==> config.mk <==
export PLATFORM = sky130hd
export DESIGN_NAME = http_chunked_body_decoder_top
export DESIGN_NICKNAME = d
export VERILOG_FILES = /design/src/sv/hcbd_pkg.sv /design/src/sv/http_chunked_body_decoder_top.sv
export SDC_FILE = /design/constraint.sdc
export NUM_CORES = 1
export LEC_CHECK = 0
export BUFFER_PORTS_ARGS = -buffer_cell sky130_fd_sc_hd__buf_2
export CAP_MARGIN = 5
export CORE_UTILIZATION = 35
export CTS_CLUSTER_SIZE = 20
export DETAILED_ROUTE_END_ITERATION = 12
export PLACE_DENSITY = 0.53
export SLEW_MARGIN = 20
export SYNTH_ARGS = -nofsm -noshare
export SYNTH_HDL_FRONTEND = slang
export SYNTH_SLANG_ARGS = --single-unit
export TNS_END_PERCENT = 10
==> constraint.sdc <==
create_clock -name clk_i -period 4.55 [get_ports clk_i]
set_clock_uncertainty 0.2 [all_clocks]
set_input_delay 0.2275 -clock clk_i [delete_from_list [all_inputs] [get_ports clk_i]]
set_output_delay 0.2275 -clock clk_i [all_outputs]
set_load 0.01 [all_outputs]
==> src/sv/hcbd_pkg.sv <==
// ----------------------------------------------------------------------------
// hcbd_pkg
// Shared types, codes and character helpers for the chunked body decoder.
// ----------------------------------------------------------------------------
package hcbd_pkg;

  // Default width of the size, remaining and total counters
  localparam int unsigned CountWidthDef = 32;

  // Reset value of the body size limit register
  localparam logic [31:0] MaxBodyRst = 32'h0010_0000;

  // Result kinds
  localparam logic [1:0] KindByte  = 2'd0;
  localparam logic [1:0] KindEnd   = 2'd1;
  localparam logic [1:0] KindBad   = 2'd2;
  localparam logic [1:0] KindLarge = 2'd3;

  // Framing characters
  localparam logic [7:0] CharCr = 8'h0d;
  localparam logic [7:0] CharLf = 8'h0a;

  // Decoder phase, one-hot
  typedef enum logic [5:0] {
    PH_SIZE    = 6'b000001,
    PH_SIZE_CR = 6'b000010,
    PH_DATA    = 6'b000100,
    PH_DATA_CR = 6'b001000,
    PH_DATA_LF = 6'b010000,
    PH_DONE    = 6'b100000
  } phase_e;

  // Decoded hex digit
  typedef struct packed {
    logic       ok;
    logic [3:0] val;
  } hex_t;

  function automatic hex_t hex_decode(input logic [7:0] c);
    hex_t h;
    h.ok  = 1'b1;
    h.val = 4'd0;
    if (c >= 8'h30 && c <= 8'h39) begin
      h.val = 4'(c - 8'h30);
    end else if (c >= 8'h61 && c <= 8'h66) begin
      h.val = 4'(c - 8'h57);
    end else if (c >= 8'h41 && c <= 8'h46) begin
      h.val = 4'(c - 8'h37);
    end else begin
      h.ok = 1'b0;
    end
    return h;
  endfunction

  // Space, tab, LF, VT, FF, CR
  function automatic logic is_blank(input logic [7:0] c);
    return (c inside {8'h20, 8'h09, 8'h0a, 8'h0b, 8'h0c, 8'h0d});
  endfunction

endpackage

==> src/sv/http_chunked_body_decoder_top.sv <==
// ----------------------------------------------------------------------------
// http_chunked_body_decoder_top
// Decodes an HTTP/1.1 chunked body one byte per item: parses size lines,
// passes data bytes through, checks the trailing CR LF and the size limit.
// ----------------------------------------------------------------------------
//
//  channel  direction  handshake                 payload
//  data     in         data_valid_i/data_stall_o data_byte_i
//  out      out        out_valid_o/out_stall_i   out_byte_o, out_kind_o
//  cfg      in         cfg_valid_i/cfg_ready_o   cfg_data_i (max body size)
//
//  One byte per cycle sustained while the output is not stalled. A byte is held
//  in the input register, then decoded against the line and chunk state in one
//  step and its result (if any) written to the output register.
//  Reset clears all decoding state and loads the limit with 1 MiB.
//  A stalled output holds the input register, which then stalls the input.
//  cfg_ready_o is always high; the limit is written whenever cfg_valid_i is high.
// ----------------------------------------------------------------------------
module http_chunked_body_decoder_top #(
  parameter int unsigned COUNT_WIDTH = hcbd_pkg::CountWidthDef
) (
  input  logic        clk_i,
  input  logic        rst_ni,
  // byte input
  input  logic        data_valid_i,
  output logic        data_stall_o,
  input  logic [7:0]  data_byte_i,
  // result output
  output logic        out_valid_o,
  input  logic        out_stall_i,
  output logic [7:0]  out_byte_o,
  output logic [1:0]  out_kind_o,
  // limit register write
  input  logic        cfg_valid_i,
  output logic        cfg_ready_o,
  input  logic [31:0] cfg_data_i
);

  localparam int unsigned SumW = ((COUNT_WIDTH > 32) ? COUNT_WIDTH : 32) + 1;

  // Size line state
  typedef struct packed {
    logic [COUNT_WIDTH-1:0] accum;
    logic                   seen;
    logic                   stopped;
    logic                   ovf;
  } line_t;

  // One character of a size line (not a line-ending CR)
  function automatic line_t size_step(input line_t s, input logic [7:0] c);
    line_t         r;
    hcbd_pkg::hex_t h;
    r = s;
    h = hcbd_pkg::hex_decode(c);
    if (!s.stopped) begin
      if (h.ok) begin
        if (|s.accum[COUNT_WIDTH-1 -: 4]) r.ovf = 1'b1;
        r.accum = {s.accum[COUNT_WIDTH-5:0], h.val};
        r.seen  = 1'b1;
      end else if (s.seen || !hcbd_pkg::is_blank(c)) begin
        r.stopped = 1'b1;
      end
    end
    return r;
  endfunction

  logic [31:0]            max_body_q;
  logic                   in_valid_q;
  logic [7:0]             in_byte_q;
  hcbd_pkg::phase_e       phase_q, phase_d;
  logic [COUNT_WIDTH-1:0] remain_q, remain_d;
  logic [COUNT_WIDTH-1:0] total_q, total_d;
  line_t                  line_q, line_d;
  line_t                  line_cr;
  logic                   out_valid_q, out_valid_d;
  logic [7:0]             out_byte_q;
  logic [1:0]             out_kind_q;
  logic                   adv;
  logic                   res_valid;
  logic [7:0]             res_byte;
  logic [1:0]             res_kind;
  logic [SumW-1:0]        new_total;
  logic [COUNT_WIDTH-1:0] remain_dec;

  // Limit register
  assign cfg_ready_o = 1'b1;

  always_ff @(posedge clk_i or negedge rst_ni) begin
    if (!rst_ni) begin
      max_body_q <= hcbd_pkg::MaxBodyRst;
    end else if (cfg_valid_i && cfg_ready_o) begin
      max_body_q <= cfg_data_i;
    end
  end

  // Handshake: input register moves on when the output register is free
  assign adv          = in_valid_q && (!out_valid_q || !out_stall_i);
  assign data_stall_o = in_valid_q && !adv;

  always_ff @(posedge clk_i or negedge rst_ni) begin
    if (!rst_ni) begin
      in_valid_q <= 1'b0;
    end else if (data_valid_i && !data_stall_o) begin
      in_valid_q <= 1'b1;
    end else if (adv) begin
      in_valid_q <= 1'b0;
    end
  end

  always_ff @(posedge clk_i) begin
    if (data_valid_i && !data_stall_o) begin
      in_byte_q <= data_byte_i;
    end
  end

  // Helpers for the decode step
  assign new_total = SumW'(total_q) + SumW'(line_q.accum);
  assign remain_dec = remain_q - COUNT_WIDTH'(1);

  // A lone CR seen in the size line acts as a non-hex character
  always_comb begin
    line_cr         = line_q;
    line_cr.stopped = line_q.stopped | line_q.seen;
  end

  // Decode step
  always_comb begin
    phase_d   = phase_q;
    remain_d  = remain_q;
    total_d   = total_q;
    line_d    = line_q;
    res_valid = 1'b0;
    res_byte  = 8'd0;
    res_kind  = hcbd_pkg::KindByte;
    if (adv) begin
      case (phase_q)
        hcbd_pkg::PH_SIZE: begin
          if (in_byte_q == hcbd_pkg::CharCr) begin
            phase_d = hcbd_pkg::PH_SIZE_CR;
          end else begin
            line_d = size_step(line_q, in_byte_q);
          end
        end
        hcbd_pkg::PH_SIZE_CR: begin
          if (in_byte_q == hcbd_pkg::CharLf) begin
            // end of size line
            res_valid = 1'b1;
            phase_d   = hcbd_pkg::PH_DONE;
            if (line_q.ovf) begin
              res_kind = hcbd_pkg::KindLarge;
            end else if (!line_q.seen || line_q.accum == '0) begin
              res_kind = hcbd_pkg::KindEnd;
            end else if (new_total > SumW'(max_body_q)) begin
              res_kind = hcbd_pkg::KindLarge;
            end else begin
              res_valid = 1'b0;
              total_d   = new_total[COUNT_WIDTH-1:0];
              remain_d  = line_q.accum;
              phase_d   = hcbd_pkg::PH_DATA;
            end
          end else if (in_byte_q == hcbd_pkg::CharCr) begin
            line_d = line_cr;
          end else begin
            line_d  = size_step(line_cr, in_byte_q);
            phase_d = hcbd_pkg::PH_SIZE;
          end
        end
        hcbd_pkg::PH_DATA: begin
          remain_d  = remain_dec;
          if (remain_dec == '0) phase_d = hcbd_pkg::PH_DATA_CR;
          res_valid = 1'b1;
          res_byte  = in_byte_q;
        end
        hcbd_pkg::PH_DATA_CR: begin
          if (in_byte_q == hcbd_pkg::CharCr) begin
            phase_d = hcbd_pkg::PH_DATA_LF;
          end else begin
            phase_d   = hcbd_pkg::PH_DONE;
            res_valid = 1'b1;
            res_kind  = hcbd_pkg::KindBad;
          end
        end
        hcbd_pkg::PH_DATA_LF: begin
          if (in_byte_q == hcbd_pkg::CharLf) begin
            phase_d = hcbd_pkg::PH_SIZE;
            line_d  = '0;
          end else begin
            phase_d   = hcbd_pkg::PH_DONE;
            res_valid = 1'b1;
            res_kind  = hcbd_pkg::KindBad;
          end
        end
        default: begin
          // finished: bytes are dropped
        end
      endcase
    end
  end

  // Decoder state
  always_ff @(posedge clk_i or negedge rst_ni) begin
    if (!rst_ni) begin
      phase_q  <= hcbd_pkg::PH_SIZE;
      remain_q <= '0;
      total_q  <= '0;
      line_q   <= '0;
    end else begin
      phase_q  <= phase_d;
      remain_q <= remain_d;
      total_q  <= total_d;
      line_q   <= line_d;
    end
  end

  // Output register
  always_comb begin
    out_valid_d = out_valid_q;
    if (adv) begin
      out_valid_d = res_valid;
    end else if (!out_stall_i) begin
      out_valid_d = 1'b0;
    end
  end

  always_ff @(posedge clk_i or negedge rst_ni) begin
    if (!rst_ni) begin
      out_valid_q <= 1'b0;
    end else begin
      out_valid_q <= out_valid_d;
    end
  end

  always_ff @(posedge clk_i) begin
    if (adv && res_valid) begin
      out_byte_q <= res_byte;
      out_kind_q <= res_kind;
    end
  end

  assign out_valid_o = out_valid_q;
  assign out_byte_o  = out_byte_q;
  assign out_kind_o  = out_kind_q;

  // Checks
  a_end_means_done: assert property (@(posedge clk_i) disable iff (!rst_ni)
    (out_valid_o && out_kind_o != hcbd_pkg::KindByte) |-> phase_q == hcbd_pkg::PH_DONE)
    else $error("end or error result without finished phase");

  a_done_sticks: assert property (@(posedge clk_i) disable iff (!rst_ni)
    (phase_q == hcbd_pkg::PH_DONE) |=> (phase_q == hcbd_pkg::PH_DONE))
    else $error("decoder left finished phase");

  a_data_nonzero: assert property (@(posedge clk_i) disable iff (!rst_ni)
    (phase_q == hcbd_pkg::PH_DATA) |-> (remain_q != '0))
    else $error("data phase with no bytes remaining");

  a_stall_needs_item: assert property (@(posedge clk_i) disable iff (!rst_ni)
    data_stall_o |-> (in_valid_q && out_valid_q))
    else $error("input stalled with no item held");

endmodule

==> metrics.txt, run 1 <==
startpoint type of the worst setup path=register; pin count of the biggest net entering global routing=83; DIE AREA=29800 um2; DRT Pass-1 Iters=5; cell type with the largest total area after synthesis=sky130_fd_sc_hd__dfrtp_1; Synth Area per Inst=8.92 um2; layout filler cell count=2725; Post-synth EDFFs=18; number of buffers added on ports=56; path type of the worst setup path=reg2reg; Reg area=4020 um2; Congestion Overflow GR=0; sink of the worst hold path=max_body_q[20]; die outline width=173 um; type of element capturing the critical path=register; worst-skew pair later-pin latency=0.44 ns; Switch Pwr=a little over 0.9 mW; Peak Freq=approximately 200 MHz; total of flip-flops plus latches after synthesis=157; vias post-DR=approximately 9600; cell types occupying the most area after synthesis=sky130_fd_sc_hd__dfrtp_1, sky130_fd_sc_hd__ha_1, sky130_fd_sc_hd__nand2_1; peak ir drop on the vdd network=242 uV; outcome=complete, but fails checks; combinational power share=about an eighth; sequential-to-total area share from yosys stat=39.4%; highest-count cells in the layout ignoring fill and taps=sky130_fd_sc_hd__buf_4, sky130_fd_sc_hd__nand2_1, sky130_fd_sc_hd__dfrtp_1, sky130_fd_sc_hd__o21ai_0, sky130_fd_sc_hd__ha_1; post-DR vias/cell=5.37; global-route wire length before repair=between 50 and 60 mm; Yosys top cell area share=33.6%; number of global-route vias before repair=9495; part of the total power dissipated in the clock network=between 40 and 50%; clock-pin slew of the registers on the worst-case setup and hold paths=0.07 ns; initial core utilization=35.5%; Compound-Gate Fraction of Synth Area=21.2%; Clk Tree Root Cell=sky130_fd_sc_hd__clkbuf_16; setup slack of the most critical reg-to-reg path=-0.52 ns; dominant combinational cell family by area after synthesis=compound AO/OA/AOI/OAI gates; Longest Clk Path Bufs=2; internal cell power=2.53 mW; routed wire length=between 30 and 40 mm; synthesis warning total=0; Final Worst Setup Slack=-0.518 ns; ys flop type=sky130_fd_sc_hd__dfrtp_1; number of library cell types mapped by synthesis=75; reg-to-reg startpoint=line_cr[3]; Syn Inst Count=1144; Max Fanout on Critical Path=5; net count after synthesis=~1300; number of top-level pins=58; Slew HR=between 30% and 40%; clock sink total=about 160; NumNets Final=between 1500 and 2000; placement-stage worst setup slack=-0.625 ns; final setup fails=~80; Static Leakage=6.42 nW; synthesis-to-layout area growth=36.7%; antenna violations before repair=0; data arrival time of the critical path=5.03 ns; Final Slew Violations=0; Post-Syn Area=~10000 um2; synthesized-area fraction occupied by adder cells=a little under 9%; leading cell type in the layout, fill and taps excluded=sky130_fd_sc_hd__buf_4; fraction of final layout cells sized beyond drive strength 1=between 20% and 30%; Final Hold Fails=0; Async S/R FF share, synth=88.5%; TritonCTS clock tree=built; Worst Tran Pin Value=0.904 ns; total area of multi-input combinational cells=6350 um2; hold path start=cfg_valid_i; pwr/cell area=247 nW/um2; Chip Height=173 um; post-detail-place hpwl=22.5 mm; H-tree depth=4; Sw Ratio=between 20% and 30%; type of the most critical hold path=in2reg; Final Hold Slack=0.195 ns; portion of netlist area occupied by mux cells=4.34%; total track usage=a little over a fifth; number of maximum-capacitance violations=0; number of cells traversed by the worst register-to-register path=22; unrepaired setup endpoints after global routing=true; final estimated routing congestion in global placement=~0.9; number of DRC violations after detailed routing=0; number of antenna diodes=0; clock buffers created by TritonCTS=17; initial detailed-routing violation count=751; Core Footprint=28700 um2; detailed-route wire length per cell=17.9 um; Worst EP required=4.51 ns; capture point of the worst reg-to-reg path=out_kind_o[0]; synthesized-area fraction occupied by xor and xnor cells=~2.9%; num rows=62; count of antenna-violating nets left after detailed routing=0; violations in the final reports=negative setup slack; clock period minus final worst setup slack=5.07 ns; cell depth of the worst hold path=3; share of synthesized cell area in and, or, nand and nor gates=18.9%; sequential cell fraction of total power=a little over two fifths; final worst-path cycle share=111%
-- per-layer routing --
layer | routed length, um | up-vias | global-route usage [%] | part of all wire [%]
li1 | - | 4708 | - | -
met1 | 15200 | 4625 | 29.8 | 47
met2 | 15000 | 226 | 35.4 | 47
met3 | 1360 | 34 | 3.43 | 4.3
met4 | 388 | 0 | 4.72 | 1.2
met5 | 0 | - | 0 | 0
-- critical path, stage by stage (launching register included) --
cell and delay (ns):
sky130_fd_sc_hd__dfrtp_1 0.41, sky130_fd_sc_hd__ha_4 0.19, sky130_fd_sc_hd__fa_2 0.35, sky130_fd_sc_hd__a211oi_2 0.24, sky130_fd_sc_hd__o211ai_1 0.18, sky130_fd_sc_hd__nand3_2 0.15, sky130_fd_sc_hd__nand2_4 0.08, sky130_fd_sc_hd__a211o_1 0.32
sky130_fd_sc_hd__a2111o_1 0.41, sky130_fd_sc_hd__nand3_4 0.10, sky130_fd_sc_hd__ha_4 0.14, sky130_fd_sc_hd__nand4_1 0.17, sky130_fd_sc_hd__nor4_2 0.29, sky130_fd_sc_hd__buf_4 0.16, sky130_fd_sc_hd__nand3b_1 0.10, sky130_fd_sc_hd__o211ai_1 0.14
sky130_fd_sc_hd__buf_4 0.19, sky130_fd_sc_hd__buf_6 0.12, sky130_fd_sc_hd__buf_6 0.11, sky130_fd_sc_hd__a21o_1 0.19, sky130_fd_sc_hd__a21o_1 0.22, sky130_fd_sc_hd__nand2_2 0.13, sky130_fd_sc_hd__clkbuf_16 0.17
-- how the worst max path moves through the flow --
stage	cells past startpoint	from	slack, ns	to
after CTS	21	line_cr[3]	-0.55	total_q[10]
after floorplan	19	line_cr[3]	-0.18	total_q[0]
final	22	line_cr[3]	-0.52	out_kind_o[0]
after detailed placement	17	total_q[10]	-0.63	total_q[0]
after global routing	22	total_q[1]	-0.72	out_kind_o[0]
after global placement	17	line_cr[13]	-0.58	total_q[0]
-- stage by stage --
| stage | instances | cell area (um2) | power, mW | TNS, ns | utilization [%] |
|---|---|---|---|---|---|
| floorplan | 1144 | 10400 | 1.77 | -5.75 | - |
| CTS | 1780 | 13600 | 3.47 | -38.66 | 47.4 |
| global placement | 1690 | 12100 | 1.90 | -36.36 | 42.1 |
| finish | 1788 | 13900 | 3.45 | -32.08 | 48.6 |
| global route | 1788 | 13900 | 3.60 | -48.47 | 48.6 |
| detailed placement | 1690 | 12100 | 1.91 | -40.55 | 42.1 |
-- sequential cells by signal, indices dropped and copies added (netlist names) --
name,flops
phase_q,6
out_kind_o,2
in_valid_q,1
line_cr,34
in_byte_q,8
line_q,1
remain_q,32
out_byte_o,8
total_q,32
max_body_q,32
out_valid_o,1
-- synth_stat cells, drive strengths merged, types with 11 or more instances --
| master | instances |
|---|---|
| edfxtp | 18 |
| and3 | 14 |
| nand4 | 21 |
| a21o | 22 |
| nor2 | 57 |
| inv | 60 |
| ha | 71 |
| nand2b | 11 |
| clkbuf | 43 |
| nor4 | 25 |
| xnor2 | 21 |
| nand2 | 161 |
| nand3 | 31 |
| dfrtp | 137 |
| a21oi | 66 |
| nor3 | 31 |
| mux2 | 34 |
| o21ai | 119 |
| xor2 | 13 |
-- what timing repair did --
item | 4_1_cts | 5_1_grt
buffers inserted | 11 | 6
setup endpoints to repair | 79 | 79
hold endpoints to repair | 121 | 0
gates cloned | 3 | 2
hold buffers | 44 | 0
pin swaps | 36 | 39
gates resized for setup | 69 | 45
-- power groups by stage --
stage	combinational (mW)	clock (mW)	sequential, mW
2_1_floorplan	0.255	0	1.51
3_3_place_gp	0.382	0	1.52
3_5_place_dp	0.385	0	1.52
4_1_cts	0.421	1.55	1.50
5_1_grt	0.482	1.62	1.50
6_report	0.427	1.53	1.50
-- logic make-up after synthesis --
logic type | count (synthesis)
AO/OA/AOI/OAI | 332
XOR/XNOR | 34
adder cells (fa/ha/maj) | 72
buffers and inverters | 113
flip-flops | 157
multiplexers | 40
other | 1
AND/OR/NAND/NOR | 395
-- cell type report --
class / instances / area share [%]
clock buffers: 22 / 3.48
clock inverters: 10 / 0.978
inverters: 60 / 1.62
multi-input cells: 875 / 45.5
flip-flops and latches: 157 / 28.8
well taps: 384 / 3.45
repair buffers: 280 / 16.1
No activity file was read; power rests on OpenSTA's default activity.
==> run 2, diff against run 1 <==
- CELL_PAD_IN_SITES_DETAIL_PLACEMENT: not set -> 1
- CELL_PAD_IN_SITES_GLOBAL_PLACEMENT: not set -> 2
- CTS_CLUSTER_DIAMETER: not set -> 30
- PLACE_DENSITY: 0.53 -> 0.78
==> metrics.txt, run 2 (synthesized netlist as in run 1, its figures left out) <==
critical path's largest stage delay=0.48 ns (was 0.41 ns); Final Hold Fails=0 (unchanged); antenna violations before repair=0 (unchanged); Clk Tree Root Cell=sky130_fd_sc_hd__clkbuf_16 (unchanged); Core Footprint=28700 um2 (unchanged); cell with the largest stage delay on the worst path=sky130_fd_sc_hd__or3_4 (was sky130_fd_sc_hd__dfrtp_1); Largest register FFs=34 (unchanged); placement-stage worst setup slack=-0.784 ns (was -0.625 ns); data arrival time of the critical path=5.39 ns (was 5.03 ns); unrepaired setup endpoints after global routing=true (unchanged); number of maximum-capacitance violations=0 (unchanged); count of antenna-violating nets left after detailed routing=0 (unchanged); initial core utilization=35.5% (unchanged); pwr/cell area=244 nW/um2 (was 247 nW/um2); type of the most critical hold path=in2async (was in2reg); layout filler cell count=3308 (was 2725); post-DR vias/cell=5.53 (was 5.37); number of buffers added on ports=56 (unchanged); number of top-level pins=58 (unchanged); violations in the final reports=negative setup slack (unchanged); clock-pin slew of the registers on the worst-case setup and hold paths=0.08 ns (was 0.07 ns); Congestion Overflow GR=0 (unchanged); number of global-route vias before repair=10500 (was 9495); worst-skew pair later-pin latency=0.45 ns (was 0.44 ns); number of DRC violations after detailed routing=0 (unchanged); routed wire length=36.3 mm (was 31.9 mm); overall power=3.42 mW (was 3.45 mW); routed wl met3=1.08 mm (was 1.36 mm); final worst-path cycle share=116% (was 111%); final setup fails=79 (unchanged); total area of multi-input combinational cells=6330 um2 (was 6350 um2); DRT Pass-1 Iters=5 (unchanged); peak ir drop on the vdd network=204 uV (was 242 uV); Worst EP required=4.68 ns (was 4.51 ns); final non-filler cell total=1799 (was 1788); post-detail-place hpwl=24.9 mm (was 22.5 mm); met1 wire length=16.5 mm (was 15.2 mm); utilization of the core after routing=48.7% (was 48.6%); setup total negative slack=-46.21 ns (was -32.08 ns); NumNets Final=1519 (was 1508); H-tree depth=4 (unchanged); path type of the worst setup path=reg2reg (unchanged); fraction of final layout cells sized beyond drive strength 1=27.4% (was 27.1%); Reg area=4020 um2 (unchanged); Slew HR=33.9% (was 39.2%); final estimated routing congestion in global placement=0.874 (was 0.901); Peak Freq=190 MHz (was 197 MHz); Final Hold Slack=0.212 ns (was 0.195 ns); outcome=complete, but fails checks (unchanged); length of routed met2 wiring=17.8 mm (was 15.0 mm); Static Leakage=6.44 nW (was 6.42 nW); leading cell type in the layout, fill and taps excluded=sky130_fd_sc_hd__buf_4 (unchanged); Final Worst Setup Slack=-0.712 ns (was -0.518 ns); Worst Tran Pin Value=0.991 ns (was 0.904 ns); Critical path buffers and inverters=4 (was 5); cell area after placement=12100 um2 (about the same); clock period minus final worst setup slack=5.26 ns (was 5.07 ns); Chip Height=173 um (unchanged); Max Fanout on Critical Path=8 (was 5); number of antenna diodes=0 (unchanged); num rows=62 (unchanged); highest-count cells in the layout ignoring fill and taps=sky130_fd_sc_hd__buf_4, sky130_fd_sc_hd__nand2_1, sky130_fd_sc_hd__dfrtp_1, sky130_fd_sc_hd__o21ai_0, sky130_fd_sc_hd__ha_1 (unchanged); critical path, cell by cell=ha_2, nand3_1, a211oi_2, a221oi_4, a21oi_2, o211ai_1, buf_4, o311ai_2, ha_1, nand4_1, buf_4, nor2_1, a32oi_2, nand3_1, o211ai_1, buf_4, nand2_4, buf_6, or3_4, mux2_4 (was ha_4, fa_2, a211oi_2, o211ai_1, nand3_2, nand2_4, a211o_1, a2111o_1, nand3_4, ha_4, nand4_1, nor4_2, buf_4, nand3b_1, o211ai_1, buf_4, buf_6, buf_6, a21o_1, a21o_1, nand2_2, clkbuf_16); TritonCTS clock tree=built (unchanged); global-route wire length before repair=57.2 mm (was 51.0 mm); most numerous cell on the critical path=sky130_fd_sc_hd__buf_4; DIE AREA=29800 um2 (unchanged); clock buffers created by TritonCTS=17 (unchanged); highest layer used for signal routing=met4 (unchanged); die outline width=173 um (unchanged); Longest Clk Path Bufs=2 (unchanged); clock sink total=157 (unchanged); initial detailed-routing violation count=560 (was 751); detailed-route wire length per cell=20.2 um (was 17.9 um); pin count of the biggest net entering global routing=84 (was 83); type of element capturing the critical path=register (unchanged); startpoint type of the worst setup path=register (unchanged); Top delay family on crit path=compound AO/OA/AOI/OAI gates (unchanged); post-placement cell count=1693 (was 1690); area of all placed cells without fillers=14000 um2 (was 13900 um2); Final Slew Violations=0 (unchanged); synthesis-to-layout area growth=37.1% (was 36.7%); total track usage=24.2% (was 21.6%); vias post-DR=9948 (was 9593)
-- run 2: final timing paths --
kind                        startpoint              to  slack [ns]  cells after the start
max in group asynchronous       rst_ni      phase_q[0]        2.88                      3
max reg2reg                line_cr[13]      total_q[0]       -0.71                     20
min                             rst_ni  max_body_q[26]        0.21                      2
min reg2reg                 phase_q[0]      phase_q[0]        0.30                      2
max                        line_cr[13]      total_q[0]       -0.71                     20
min in group clk_i         cfg_valid_i  max_body_q[20]        0.24                      3
-- run 2: cell type report --
class	instances	share of cell area (%)
Clock buffer	20	3.35
Tap cell	384	3.44
Inverter	60	1.61
Clock inverter	12	0.823
Sequential cell	157	28.8
Timing Repair Buffer	291	16.7
Multi-Input combinational cell	875	45.3
-- run 2: timing repair --
action	4_1_cts	5_1_grt
resized for setup	49	65
pin swaps	30	43
endpoints found under the setup margin	79	79
hold endpoints to repair	123	0
setup buffers	19	10
hold buffers	44	0
cloned	4	0
-- run 2: report_power, final --
group / switching [mW] / total [mW] / internal (mW)
clock: 0.697 / 1.47 / 0.775
combinational: 0.301 / 0.446 / 0.145
sequential: 0.0332 / 1.50 / 1.46
-- run 2: metal layers --
metal	up-vias	GRT usage, %
li1	4742	-
met1	4948	32.0
met2	201	41.5
met3	57	2.31
met4	0	7.82
met5	-	0
